$ cat src/rtl/apr_pkg.sv
// ----------------------------------------------------------------------------
// Aging page replacement package
// Shared constants, controller states and the small control structs that
// travel between the controller and the frame cells.
// ----------------------------------------------------------------------------
package apr_pkg;

  // Default sizes of the frame table.
  localparam int APR_FRAMES_DEFAULT       = 16;
  localparam int APR_AGE_BITS_DEFAULT     = 8;
  localparam int APR_PAGE_ID_BITS_DEFAULT = 16;

  // Fixed field widths of the ports.
  localparam int APR_CFG_BITS   = 5;
  localparam int APR_FRAME_BITS = 4;
  localparam int APR_COUNT_BITS = 32;

  typedef logic [APR_CFG_BITS-1:0]   apr_cfg_t;
  typedef logic [APR_FRAME_BITS-1:0] apr_frame_t;
  typedef logic [APR_COUNT_BITS-1:0] apr_count_t;

  // Number of frames in use after reset.
  localparam apr_cfg_t APR_FRAMES_RESET = apr_cfg_t'(16);

  // Controller states.
  typedef enum logic [1:0] {
    ST_IDLE,
    ST_SCAN,
    ST_UPDATE
  } apr_state_t;

  // Flags carried by the scan token from cell to cell.
  typedef struct packed {
    logic found;
    logic has_empty;
  } apr_flags_t;

  // Update command broadcast to every cell at the end of a scan.
  typedef struct packed {
    logic en;
    logic miss;
  } apr_upd_t;

endpackage

$ cat src/rtl/apr_channels.sv
// ----------------------------------------------------------------------------
// Aging page replacement channels
// Valid/ready interfaces for page references, results and the frame count
// configuration register.
// ----------------------------------------------------------------------------

// Page reference channel.
interface apr_page_if #(
  parameter int PAGE_ID_BITS = 16
);
  logic                    valid;
  logic                    ready;
  logic [PAGE_ID_BITS-1:0] page_id;

  modport source (output valid, output page_id, input ready);
  modport sink   (input valid, input page_id, output ready);
endinterface

// Result channel.
interface apr_result_if #(
  parameter int PAGE_ID_BITS = 16
);
  import apr_pkg::*;

  logic                    valid;
  logic                    ready;
  logic                    hit;
  apr_frame_t              frame;
  logic                    replaced;
  logic [PAGE_ID_BITS-1:0] evicted_page;
  apr_count_t              hit_count;
  apr_count_t              miss_count;

  modport source (output valid, output hit, output frame, output replaced,
                  output evicted_page, output hit_count, output miss_count,
                  input ready);
  modport sink   (input valid, input hit, input frame, input replaced,
                  input evicted_page, input hit_count, input miss_count,
                  output ready);
endinterface

// Configuration write channel.
interface apr_cfg_if;
  import apr_pkg::*;

  logic     valid;
  logic     ready;
  apr_cfg_t frames_in_use;

  modport source (output valid, output frames_in_use, input ready);
  modport sink   (input valid, input frames_in_use, output ready);
endinterface

$ cat src/rtl/apr_cell.sv
// ----------------------------------------------------------------------------
// Aging page replacement frame cell
// Holds one frame's page id and aging counter. A scan token passes through
// the cell's token register, picking up a match, the first empty frame and the
// smallest counter seen so far.
// ----------------------------------------------------------------------------
module apr_cell #(
  parameter int INDEX        = 0,
  parameter int IDXW         = 4,
  parameter int AGE_BITS     = 8,
  parameter int PAGE_ID_BITS = 16
) (
  input  logic                    clk,
  input  logic                    rst,
  input  logic                    in_use,
  input  logic [PAGE_ID_BITS-1:0] pid,
  input  apr_pkg::apr_upd_t       upd,
  input  logic [IDXW-1:0]         slot,
  // Token from the previous cell.
  input  apr_pkg::apr_flags_t     flags_in,
  input  logic [IDXW-1:0]         hit_idx_in,
  input  logic [IDXW-1:0]         empty_idx_in,
  input  logic [AGE_BITS-1:0]     min_age_in,
  input  logic [IDXW-1:0]         min_idx_in,
  input  logic [PAGE_ID_BITS-1:0] min_page_in,
  // Token to the next cell.
  output apr_pkg::apr_flags_t     flags_out,
  output logic [IDXW-1:0]         hit_idx_out,
  output logic [IDXW-1:0]         empty_idx_out,
  output logic [AGE_BITS-1:0]     min_age_out,
  output logic [IDXW-1:0]         min_idx_out,
  output logic [PAGE_ID_BITS-1:0] min_page_out
);
  import apr_pkg::*;

  localparam logic [IDXW-1:0] MY_IDX = IDXW'(INDEX);

  logic [PAGE_ID_BITS-1:0] page;
  logic [AGE_BITS-1:0]     age;

  apr_flags_t              flags_next;
  logic [IDXW-1:0]         hit_idx_next;
  logic [IDXW-1:0]         empty_idx_next;
  logic [AGE_BITS-1:0]     min_age_next;
  logic [IDXW-1:0]         min_idx_next;
  logic [PAGE_ID_BITS-1:0] min_page_next;

  // Fold this frame into the token. The first cell always takes the minimum.
  always_comb begin
    flags_next     = flags_in;
    hit_idx_next   = hit_idx_in;
    empty_idx_next = empty_idx_in;
    min_age_next   = min_age_in;
    min_idx_next   = min_idx_in;
    min_page_next  = min_page_in;
    if (in_use) begin
      if (!flags_in.found && page == pid) begin
        flags_next.found = 1'b1;
        hit_idx_next     = MY_IDX;
      end
      if (!flags_in.has_empty && page == '0) begin
        flags_next.has_empty = 1'b1;
        empty_idx_next       = MY_IDX;
      end
      if (INDEX == 0 || age < min_age_in) begin
        min_age_next  = age;
        min_idx_next  = MY_IDX;
        min_page_next = page;
      end
    end
  end

  // Token register towards the next cell.
  always_ff @(posedge clk) begin
    flags_out     <= flags_next;
    hit_idx_out   <= hit_idx_next;
    empty_idx_out <= empty_idx_next;
    min_age_out   <= min_age_next;
    min_idx_out   <= min_idx_next;
    min_page_out  <= min_page_next;
  end

  // Frame contents: age every frame in use, mark the referenced one.
  always_ff @(posedge clk) begin
    if (rst) begin
      page <= '0;
      age  <= '0;
    end else if (upd.en && in_use) begin
      if (slot == MY_IDX) begin
        if (upd.miss) begin
          page <= pid;
          age  <= {1'b1, {(AGE_BITS-1){1'b0}}};
        end else begin
          age  <= {1'b1, age[AGE_BITS-1:1]};
        end
      end else begin
        age <= {1'b0, age[AGE_BITS-1:1]};
      end
    end
  end

endmodule

$ cat src/rtl/aging_page_replacement.sv
// ----------------------------------------------------------------------------
// Aging page replacement unit
// A new reference is taken only while idle, so one item is in flight at a
// time. The scan token walks the chain of frame cells, one cell per cycle,
// and the result is registered in the update state, which waits while the
// previous result is still held by the receiver.
// Reset: all frames empty, counters and hit/miss counts zero, 16 frames in use.
// ----------------------------------------------------------------------------
module aging_page_replacement #(
  parameter int FRAMES       = apr_pkg::APR_FRAMES_DEFAULT,
  parameter int AGE_BITS     = apr_pkg::APR_AGE_BITS_DEFAULT,
  parameter int PAGE_ID_BITS = apr_pkg::APR_PAGE_ID_BITS_DEFAULT
) (
  input  logic   clk,
  input  logic   rst,
  apr_cfg_if.sink       cfg,
  apr_page_if.sink      request,
  apr_result_if.source  result
);
  import apr_pkg::*;

  localparam int IDXW = (FRAMES > 1) ? $clog2(FRAMES) : 1;
  localparam logic [IDXW-1:0] LAST_IDX = IDXW'(FRAMES - 1);

  apr_state_t state, state_next;
  logic [IDXW-1:0]         cnt;
  logic [PAGE_ID_BITS-1:0] pid_reg;
  apr_cfg_t                frames_cfg;

  logic                    out_valid;
  logic                    out_hit;
  apr_frame_t              out_frame;
  logic                    out_replaced;
  logic [PAGE_ID_BITS-1:0] out_evicted;
  apr_count_t              hit_count;
  apr_count_t              miss_count;

  logic [FRAMES-1:0]       in_use;
  apr_upd_t                upd;
  logic                    done_ok;
  logic                    pid_zero;

  // Scan token chain, entry 0 is the empty token fed into the first cell.
  apr_flags_t              tok_flags    [FRAMES+1];
  logic [IDXW-1:0]         tok_hit_idx  [FRAMES+1];
  logic [IDXW-1:0]         tok_empty_idx[FRAMES+1];
  logic [AGE_BITS-1:0]     tok_min_age  [FRAMES+1];
  logic [IDXW-1:0]         tok_min_idx  [FRAMES+1];
  logic [PAGE_ID_BITS-1:0] tok_min_page [FRAMES+1];

  // Outcome of the finished scan.
  logic                    res_hit;
  logic                    res_repl;
  logic [IDXW-1:0]         res_slot;
  logic [PAGE_ID_BITS-1:0] res_evicted;

  assign tok_flags[0]     = '0;
  assign tok_hit_idx[0]   = '0;
  assign tok_empty_idx[0] = '0;
  assign tok_min_age[0]   = '1;
  assign tok_min_idx[0]   = '0;
  assign tok_min_page[0]  = '0;

  // Frame cells. A count of zero acts as one; above FRAMES, every cell is in use.
  for (genvar g = 0; g < FRAMES; g++) begin : g_cell
    assign in_use[g] = (g == 0) || (32'(g) < 32'(frames_cfg));

    apr_cell #(
      .INDEX        (g),
      .IDXW         (IDXW),
      .AGE_BITS     (AGE_BITS),
      .PAGE_ID_BITS (PAGE_ID_BITS)
    ) u_cell (
      .clk           (clk),
      .rst           (rst),
      .in_use        (in_use[g]),
      .pid           (pid_reg),
      .upd           (upd),
      .slot          (res_slot),
      .flags_in      (tok_flags[g]),
      .hit_idx_in    (tok_hit_idx[g]),
      .empty_idx_in  (tok_empty_idx[g]),
      .min_age_in    (tok_min_age[g]),
      .min_idx_in    (tok_min_idx[g]),
      .min_page_in   (tok_min_page[g]),
      .flags_out     (tok_flags[g+1]),
      .hit_idx_out   (tok_hit_idx[g+1]),
      .empty_idx_out (tok_empty_idx[g+1]),
      .min_age_out   (tok_min_age[g+1]),
      .min_idx_out   (tok_min_idx[g+1]),
      .min_page_out  (tok_min_page[g+1])
    );
  end

  // Decision from the token that left the last cell.
  always_comb begin
    res_hit     = tok_flags[FRAMES].found;
    res_repl    = !tok_flags[FRAMES].found && !tok_flags[FRAMES].has_empty;
    res_evicted = res_repl ? tok_min_page[FRAMES] : '0;
    if (tok_flags[FRAMES].found) begin
      res_slot = tok_hit_idx[FRAMES];
    end else if (tok_flags[FRAMES].has_empty) begin
      res_slot = tok_empty_idx[FRAMES];
    end else begin
      res_slot = tok_min_idx[FRAMES];
    end
  end

  assign pid_zero = (pid_reg == '0);
  assign done_ok  = !out_valid || result.ready;

  // Next state.
  always_comb begin
    state_next = state;
    unique case (state)
      ST_IDLE:   if (request.valid) state_next = ST_SCAN;
      ST_SCAN:   if (cnt == LAST_IDX) state_next = ST_UPDATE;
      ST_UPDATE: if (done_ok) state_next = ST_IDLE;
      default:   state_next = ST_IDLE;
    endcase
  end

  // Controller outputs.
  always_comb begin
    request.ready = 1'b0;
    upd           = '0;
    unique case (state)
      ST_IDLE: request.ready = 1'b1;
      ST_UPDATE: begin
        upd.en   = done_ok && !pid_zero;
        upd.miss = !res_hit;
      end
      default: ;
    endcase
  end

  // State, scan counter and reference register.
  always_ff @(posedge clk) begin
    if (rst) begin
      state <= ST_IDLE;
      cnt   <= '0;
    end else begin
      state <= state_next;
      if (state == ST_IDLE) begin
        cnt <= '0;
      end else if (state == ST_SCAN) begin
        cnt <= cnt + 1'b1;
      end
    end
  end

  always_ff @(posedge clk) begin
    if (request.valid && request.ready) begin
      pid_reg <= request.page_id;
    end
  end

  // Configuration register.
  assign cfg.ready = 1'b1;

  always_ff @(posedge clk) begin
    if (rst) begin
      frames_cfg <= APR_FRAMES_RESET;
    end else if (cfg.valid) begin
      frames_cfg <= cfg.frames_in_use;
    end
  end

  // Result register and saturating counts.
  always_ff @(posedge clk) begin
    if (rst) begin
      out_valid  <= 1'b0;
      hit_count  <= '0;
      miss_count <= '0;
    end else if (state == ST_UPDATE && done_ok) begin
      out_valid <= 1'b1;
      if (!pid_zero) begin
        if (res_hit && hit_count != '1) begin
          hit_count <= hit_count + 1'b1;
        end
        if (!res_hit && miss_count != '1) begin
          miss_count <= miss_count + 1'b1;
        end
      end
    end else if (result.ready) begin
      out_valid <= 1'b0;
    end
  end

  always_ff @(posedge clk) begin
    if (state == ST_UPDATE && done_ok) begin
      if (pid_zero) begin
        out_hit      <= 1'b0;
        out_frame    <= '0;
        out_replaced <= 1'b0;
        out_evicted  <= '0;
      end else begin
        out_hit      <= res_hit;
        out_frame    <= apr_frame_t'(res_slot);
        out_replaced <= res_repl;
        out_evicted  <= res_evicted;
      end
    end
  end

  assign result.valid        = out_valid;
  assign result.hit          = out_hit;
  assign result.frame        = out_frame;
  assign result.replaced     = out_replaced;
  assign result.evicted_page = out_evicted;
  assign result.hit_count    = hit_count;
  assign result.miss_count   = miss_count;

endmodule

$ cat src/flat_wrapper.sv
// flat-port wrapper written by rule: the top's interface ports become plain ports
module aging_page_replacement_flat import apr_pkg::*;
#(
  parameter int FRAMES       = apr_pkg::APR_FRAMES_DEFAULT,
  parameter int AGE_BITS     = apr_pkg::APR_AGE_BITS_DEFAULT,
  parameter int PAGE_ID_BITS = apr_pkg::APR_PAGE_ID_BITS_DEFAULT
)
  (clk, rst, cfg_valid, cfg_frames_in_use, cfg_ready, request_valid, request_page_id, request_ready, result_valid, result_hit, result_frame, result_replaced, result_evicted_page, result_hit_count, result_miss_count, result_ready);
  apr_cfg_if cfg_i ();
  apr_page_if #(.PAGE_ID_BITS(PAGE_ID_BITS)) request_i ();
  apr_result_if #(.PAGE_ID_BITS(PAGE_ID_BITS)) result_i ();
  input  logic clk;
  input  logic rst;
  input wire logic [$bits(cfg_i.valid)-1:0] cfg_valid;
  input wire logic [$bits(cfg_i.frames_in_use)-1:0] cfg_frames_in_use;
  output wire logic [$bits(cfg_i.ready)-1:0] cfg_ready;
  input wire logic [$bits(request_i.valid)-1:0] request_valid;
  input wire logic [$bits(request_i.page_id)-1:0] request_page_id;
  output wire logic [$bits(request_i.ready)-1:0] request_ready;
  output wire logic [$bits(result_i.valid)-1:0] result_valid;
  output wire logic [$bits(result_i.hit)-1:0] result_hit;
  output wire logic [$bits(result_i.frame)-1:0] result_frame;
  output wire logic [$bits(result_i.replaced)-1:0] result_replaced;
  output wire logic [$bits(result_i.evicted_page)-1:0] result_evicted_page;
  output wire logic [$bits(result_i.hit_count)-1:0] result_hit_count;
  output wire logic [$bits(result_i.miss_count)-1:0] result_miss_count;
  input wire logic [$bits(result_i.ready)-1:0] result_ready;
  assign cfg_i.valid = cfg_valid;
  assign cfg_i.frames_in_use = cfg_frames_in_use;
  assign cfg_ready = cfg_i.ready;
  assign request_i.valid = request_valid;
  assign request_i.page_id = request_page_id;
  assign request_ready = request_i.ready;
  assign result_valid = result_i.valid;
  assign result_hit = result_i.hit;
  assign result_frame = result_i.frame;
  assign result_replaced = result_i.replaced;
  assign result_evicted_page = result_i.evicted_page;
  assign result_hit_count = result_i.hit_count;
  assign result_miss_count = result_i.miss_count;
  assign result_i.ready = result_ready;
  aging_page_replacement #(.FRAMES(FRAMES), .AGE_BITS(AGE_BITS), .PAGE_ID_BITS(PAGE_ID_BITS)) u_core (.clk(clk), .rst(rst), .cfg(cfg_i), .request(request_i), .result(result_i));
endmodule
$ cat config.mk
export PLATFORM = sky130hd
export DESIGN_NAME = aging_page_replacement_flat
export DESIGN_NICKNAME = d
export VERILOG_FILES = /design/src/rtl/apr_pkg.sv /design/src/rtl/apr_channels.sv /design/src/rtl/apr_cell.sv /design/src/rtl/aging_page_replacement.sv /design/src/flat_wrapper.sv
export SDC_FILE = /design/constraint.sdc
export NUM_CORES = 2
export LEC_CHECK = 0
export BUFFER_PORTS_ARGS = -buffer_cell sky130_fd_sc_hd__buf_2
export CORE_AREA = 2 2 254 256
export DETAILED_ROUTE_END_ITERATION = 7
export DIE_AREA = 0 0 256 258
export GPL_TIMING_DRIVEN = 0
export PLACE_DENSITY = 0.92
export SYNTH_ARGS = -nofsm -noshare
export SYNTH_HDL_FRONTEND = slang
export SYNTH_SLANG_ARGS = --single-unit
$ cat constraint.sdc
create_clock -name clk -period 3.7 [get_ports clk]
set_input_delay 0.37 -clock clk [delete_from_list [all_inputs] [get_ports clk]]
set_output_delay 0.37 -clock clk [all_outputs]
set_load 0.01 [all_outputs]
# [Word level (Yosys, flattened, before mapping)]
# Index checks and enable logic that the tools add are counted.
[totals] word_cells=586 inputBits=26 out_inout_bits=89 register_bits=1086
[op_classes] reduce_logical=127 eq_ne=39 n_lt_le_gt_ge=30 bitwise=2 n_addsub=3 mux=234
[op_table] cell="16-bit two-way mux" count=30
[op_table] cell="8-bit two-way mux" count=44
[op_table] cell="4-bit two-way mux" count=86
[op_table] cell="16-bit logical NOT" count=17
[op_table] cell="16-bit == test" count=16
[op_table] cell="8-bit less-than comparator" count=15
[op_table] cell="7-bit two-way mux" count=16
[op_table] cell="32-bit by 1-bit adder with 32-bit output, second input constant" count=2
[op_table] cell="32-bit inequality test, second input constant" count=2
[op_table] cell="3-bit AND reduction" count=19
[op_table] cell="1-bit logical AND" count=51
[op_table] cell="4-bit by 5-bit less-than comparator with 1-bit output, first input constant" count=8
[op_table] cell="1-bit two-way mux" count=38
[op_table] cell="2-bit two-way mux" count=19
[op_table] cell="4-bit == test, second input constant" count=9
[op_table] cell="1-bit logical NOT" count=34
[op_table] cell="3-bit by 5-bit less-than comparator with 1-bit output, first input constant" count=4
[op_table] cell="4-bit by 3-bit == test with 1-bit output, second input constant" count=4
[op_table] cell="2-bit by 5-bit less-than comparator with 1-bit output, first input constant" count=2
[op_table] cell="4-bit by 2-bit == test with 1-bit output, second input constant" count=2
[op_table] cell="2-bit one-hot mux with 3 select lines" count=1
[op_table] cell="1-bit by 5-bit less-than comparator with 1-bit output, first input constant" count=1
[op_table] cell="4-bit by 1-bit adder with 4-bit output, second input constant" count=1
[op_table] cell="4-bit by 1-bit == test with 1-bit output, second input constant" count=1
[op_table] cell="10 further kinds" count=13

# [Longest topological paths before layout]
[logic_depth] depth_word=6 depth_mapped=11 depth_no_buf=7

# [By module]
# Synthesis repeated with hierarchy kept, for this count alone.
[hier_totals] cells_unflattened=4175 hier_area_um2=44710.4
[modules_own_cells] module="apr_cell (u_core.g_cell[10].u_cell ...)" area_per_inst_um2=2471.1 n_inst=4 seq_area_each_um2=1241.2 cells_each=227
[modules_own_cells] module="apr_cell (u_core.g_cell[1].u_cell ...)" area_per_inst_um2=2449.8 n_inst=4 seq_area_each_um2=1241.2 cells_each=227
[modules_own_cells] module="apr_cell (u_core.g_cell[11].u_cell ...)" area_per_inst_um2=2443.6 n_inst=4 seq_area_each_um2=1241.2 cells_each=227
[modules_own_cells] module="aging_page_replacement" area_per_inst_um2=5510.3 n_inst=1 seq_area_each_um2=2662.6 cells_each=575
[modules_own_cells] module="apr_cell (u_core.g_cell[12].u_cell ...)" area_per_inst_um2=2481.1 n_inst=2 seq_area_each_um2=1241.2 cells_each=227
[modules_own_cells] module="apr_cell (u_core.g_cell[15].u_cell)" area_per_inst_um2=2509.9 n_inst=1 seq_area_each_um2=1241.2 cells_each=227
[modules_own_cells] module="apr_cell (u_core.g_cell[0].u_cell)" area_per_inst_um2=2269.7 n_inst=1 seq_area_each_um2=1241.2 cells_each=195

# [Least setup slack after synthesis]
# Ideal clock, no wire load.
[synth_timing] path_kind="flip-flop to flip-flop" from="register u_core.g_cell[14].u_cell.age[1]" to="register u_core.g_cell[14].u_cell.min_age_out[0]" synth_period_minus_slack_ns=2.321 path_slack_ns=1.379 t_required_ns=3.579 path_buffers=1 path_stages_with_launch=8 arrival_time_ns=2.199 cell_sequence="dfxtp_1 > ha_1 > a21o_1 > a211oi_2 > nor3_1 > a2111oi_4 > buf_6 > mux2_4"
[synth_via] elab_chain_cells=3
[synth_rtl] item="start: declaration" line_no="apr_cell.sv:39" source="logic [AGE_BITS-1:0] age;"
[synth_rtl] item="start signal: assignment" line_no="apr_cell.sv:92" source="age <= {1'b1, {(AGE_BITS-1){1'b0}}};"
[synth_rtl] item="start signal: assignment" line_no="apr_cell.sv:94" source="age <= {1'b1, age[AGE_BITS-1:1]};"
[synth_rtl] item="start signal: assignment" line_no="apr_cell.sv:97" source="age <= {1'b0, age[AGE_BITS-1:1]};"
[synth_rtl] item="8-bit less-than comparator" line_no="apr_cell.sv:65" source="if (INDEX == 0 || age < min_age_in) begin"
[synth_rtl] item="8-bit two-way mux" line_no="apr_cell.sv:65"
[synth_rtl] item="8-bit two-way mux" line_no="apr_cell.sv:56" source="if (in_use) begin"
[synth_rtl] item="net u_core.g_cell[14].u_cell.min_age_next[0]" line_no="apr_cell.sv:44" source="logic [AGE_BITS-1:0] min_age_next;"
[synth_rtl] item="end signal: assignment" line_no="apr_cell.sv:78" source="min_age_out <= min_age_next;"
[synth_rtl] item="end: declaration" line_no="apr_cell.sv:30" source="output logic [AGE_BITS-1:0] min_age_out,"
# The timed path passes the listed nets, and every way through them passes these cells.
# A chain may end at the register's enable or synchronous reset.

# [Final worst setup path]
[layout_timing] from="register u_core.pid_reg[6]" to="register u_core.g_cell[10].u_cell.page[6]"
[layout_via] elab_chain_cells=6
[layout_rtl] item="start: declaration" line_no="aging_page_replacement.sv:27" source="logic [PAGE_ID_BITS-1:0] pid_reg;"
[layout_rtl] item="start signal: assignment" line_no="aging_page_replacement.sv:154" source="pid_reg <= request.page_id;"
[layout_rtl] item="16-bit logical NOT" line_no="aging_page_replacement.sv:109" source="assign pid_zero = (pid_reg == '0);"
[layout_rtl] item="1-bit logical NOT" line_no="aging_page_replacement.sv:130" source="upd.en = done_ok && !pid_zero;"
[layout_rtl] item="1-bit logical AND" line_no="aging_page_replacement.sv:130"
[layout_rtl] item="2-bit two-way mux" line_no="aging_page_replacement.sv:127" source="unique case (state)"
[layout_rtl] item="1-bit logical AND" line_no="apr_cell.sv:88" source="end else if (upd.en && in_use) begin"
[layout_rtl] item="3-bit AND reduction (no source line)"
[layout_rtl] item="end signal: assignment" line_no="apr_cell.sv:91" source="page <= pid;"
[layout_rtl] item="end: declaration" line_no="apr_cell.sv:38" source="logic [PAGE_ID_BITS-1:0] page;"
# Several ways; a longest one is shown, not always the timed one.

==> run metrics <==
status=complete, but fails checks; failing checks=capacitance limit, slew limit; worst rel slew slack=-0.519%; Synth Register Bits=1053; PortBufs=between 100 and 150; Adder-Cell Fraction of Synth Area=under 10%; mux share of post-synthesis cell area=approximately 16%; setup violators final=0; grt ovf=0; initial antenna violation count=1; CTS max path bufs=3; Pre-antenna DRT Iters=8; ys flop type=dfxtp_1; Async S/R FF share, synth=0%; leakage power=around 20 nW; Int Power=~18 mW; Synth Area in Simple Gates=approximately 16%; cells after synthesis=between 3000 and 4000; mapped cell area=42100 sq um; Via-to-Cell Ratio=about 6.2; critical path fanouts, max=10; CP max-delay cell=clkbuf_1; Critical Path RT=roughly 4.3 ns; WL per Instance=around 24 um; antenna violation net count after detailed routing=0; Max Cap Viol=1; biggest regs=u_core.g_cell.u_cell.min_page_out: 256 flops, u_core.g_cell.u_cell.page: 256 flops, u_core.g_cell.u_cell.age: 128 flops; fmax=between 0.2 and 0.3 GHz; Sw Ratio=22.2%; ranking of synthesized cells by area=dfxtp_1 48%, mux2_2 9.0%, mux2i_1 6.2%, xnor2_1 3.7%, ha_1 3.2%; post-synthesis cell type count=a little over 70; Root Driver=clkbuf_16; Remaining DRCs=0; crit-path max cell delay=0.97 ns; Slew Viols, Final=9; latest clock arrival within the worst-skew pair=~0.7 ns; fin util=about three quarters; Post-CTS Repair Setup Buffers=0; main combinational cell family by area after synthesis=multiplexers; setup TNS=0 ns; Core ar.=63600 sq um; worst min-delay path category=input pin to flop; Crit. End Element=flop; routed via count=approximately 32000; Setup WS post-layout=approximately 0.035 ns; Initial DRC Count=around 3800; Die Y=around 260 um; crit start category=flop; final wirelength=around 130 mm; first-pass GRT wire length=between 150 and 200 mm; CTS tree=built; P_sw=around 5 mW; CP Class=flop to flop; combinational share of power=~3.2%; Tcrit/Tclk final=~100%; worst-case clock skew=about 0.037 ns; num rows=between 90 and 100; YS warnings=0; XOR/XNOR Fraction of Synth Area=between 6 and 7%; Chip Width=256 um; Mapped Nets=about 4100; global placement routability congestion=about 1.0; Reg power frac=approximately half; worst r2r path cells=6; Worst Path Arrival=about 4.3 ns; nets@finish=roughly 4400; die outline area=66000 sq um; crit path cell chain=buf_2 > buf_2 > clkbuf_1 > clkbuf_1 > nand2_1 > a21oi_1; final non-filler cell area=between 40000 and 50000 sq um; Area after DPL=between 40000 and 50000 sq um; Worst Tran Pin Value=around 1.5 ns; Clock Power Share=46.6%; Top Ports=about 120; Synth top area share=slightly below 50%; Sink Count=around 1100; largest net degree at the start of global routing=32; area fraction in compound gates after synthesis=4.17%; vias in the first global route=between 30000 and 40000; Area Overhead vs Synth=12.5%; Max VDD drop=0.401 mV; GRT Util Overall=between 30% and 40%; register area share after synthesis=around half; H-tree depth=3; Initial Utilization=66.2%; number of synthesized flops with an enable pin=38; Fin. Hold Viols=0; clock period minus worst slack=about 3.7 ns; layout cell share with drive strength beyond 1=between 20% and 30%; CTS Buf Count=a little under 100; total power divided by cell area=480 nW/um^2; cts repair resizes=0; RSZ-0062 raised after global routing=no; dpl hpwl=86.0 mm; hold path depth=3; pre-CTS setup slack=0.421 ns; post-synth top area cell=dfxtp_1; clock slew at reported path FFs=~0.06 ns; Mean Syn Cell Area=roughly 11 sq um
-- cell type report --
type | count | area [sq um]
diodes | 1 | 2.50
inverters | 118 | 443
clock inverters | 50 | 552
plain buffers | 225 | 1190
flip-flops and latches | 1053 | 21500
clock buffers | 137 | 2890
fillers | 3972 | 16300
well taps | 855 | 1070
repair buffers | 133 | 771
multi-input cells | 2594 | 19000
-- cells in the final DEF (no fill, tap or decap), types with 118 or more instances in the layout --
cell        n
dfxtp_1  1015
mux2_2    338
nor2_1    299
nand2_1   271
mux2i_1   260
buf_2     197
xnor2_1   180
a21oi_1   171
nor3_1    141
xor2_1    128
inv_1     118
-- per-stage QoR --
step	std cells	hold slack, ns	power (mW)
floorplan	3990	0.331	12.0
global placement	4957	0.337	12.3
detailed placement	4957	0.346	12.3
CTS	5165	0.0556	22.7
global route	5165	0.0990	23.2
finish	5166	0.0789	22.7
-- layer usage --
layer  routed length [um]  track usage [%]  vias up
met5                   17                0        -
met4                 9930             26.8        2
met3                14300             10.4      578
met2                55500             57.8     2083
met1                45900             44.1    15193
li1                     -                -    14151
-- kinds of logic after synthesis --
logic type / Yosys count
buffers and inverters: 343
XOR/XNOR: 308
adder cells (fa/ha/maj): 108
flip-flops: 1053
other: 1
AO/OA/AOI/OAI: 285
multiplexers: 615
AND/OR/NAND/NOR: 1277
-- power by group through the flow --
stage	logic [mW]	registers, mW	clock network [mW]
detailed placement	0.644	11.7	0
global route	0.713	11.4	11.1
finish	0.722	11.4	10.6
global placement	0.637	11.7	0
floorplan	0.350	11.7	0
CTS	0.667	11.4	10.6
-- Yosys cell counts (all sizes together) (64+ instances only) --
master and instances:
nand4 100, nor3 156, mux2 355, inv 118, clkbuf 86, buf 139
nand2 274, dfxtp 1015, nor2 304, nor4 109, xnor2 180, or2 64
mux2i 260, a21oi 172, ha 108, xor2 128
-- critical path: cells and delay by family (launching register included) --
kind	cells	cell delay (ns)
buf+inv	4	2.82
flops	1	0.32
compound gates	1	0.24
simple gates	1	0.18
-- what timing repair did --
item,4_1_cts,5_1_grt
hold endpoints to repair,21,0
setup endpoints to repair,0,0
hold buffers,21,0
-- final timing paths --
check                                  from                                     end  slack (ns)
max                       u_core.pid_reg[6]        u_core.g_cell[10].u_cell.page[6]        0.04
min                           request_valid                         u_core.state[0]        0.08
max reg2reg               u_core.pid_reg[6]        u_core.g_cell[10].u_cell.page[6]        0.04
min reg2reg  u_core.g_cell[0].u_cell.age[0]  u_core.g_cell[0].u_cell.min_age_out[0]        0.36
Power figures use the tool's default switching activity.
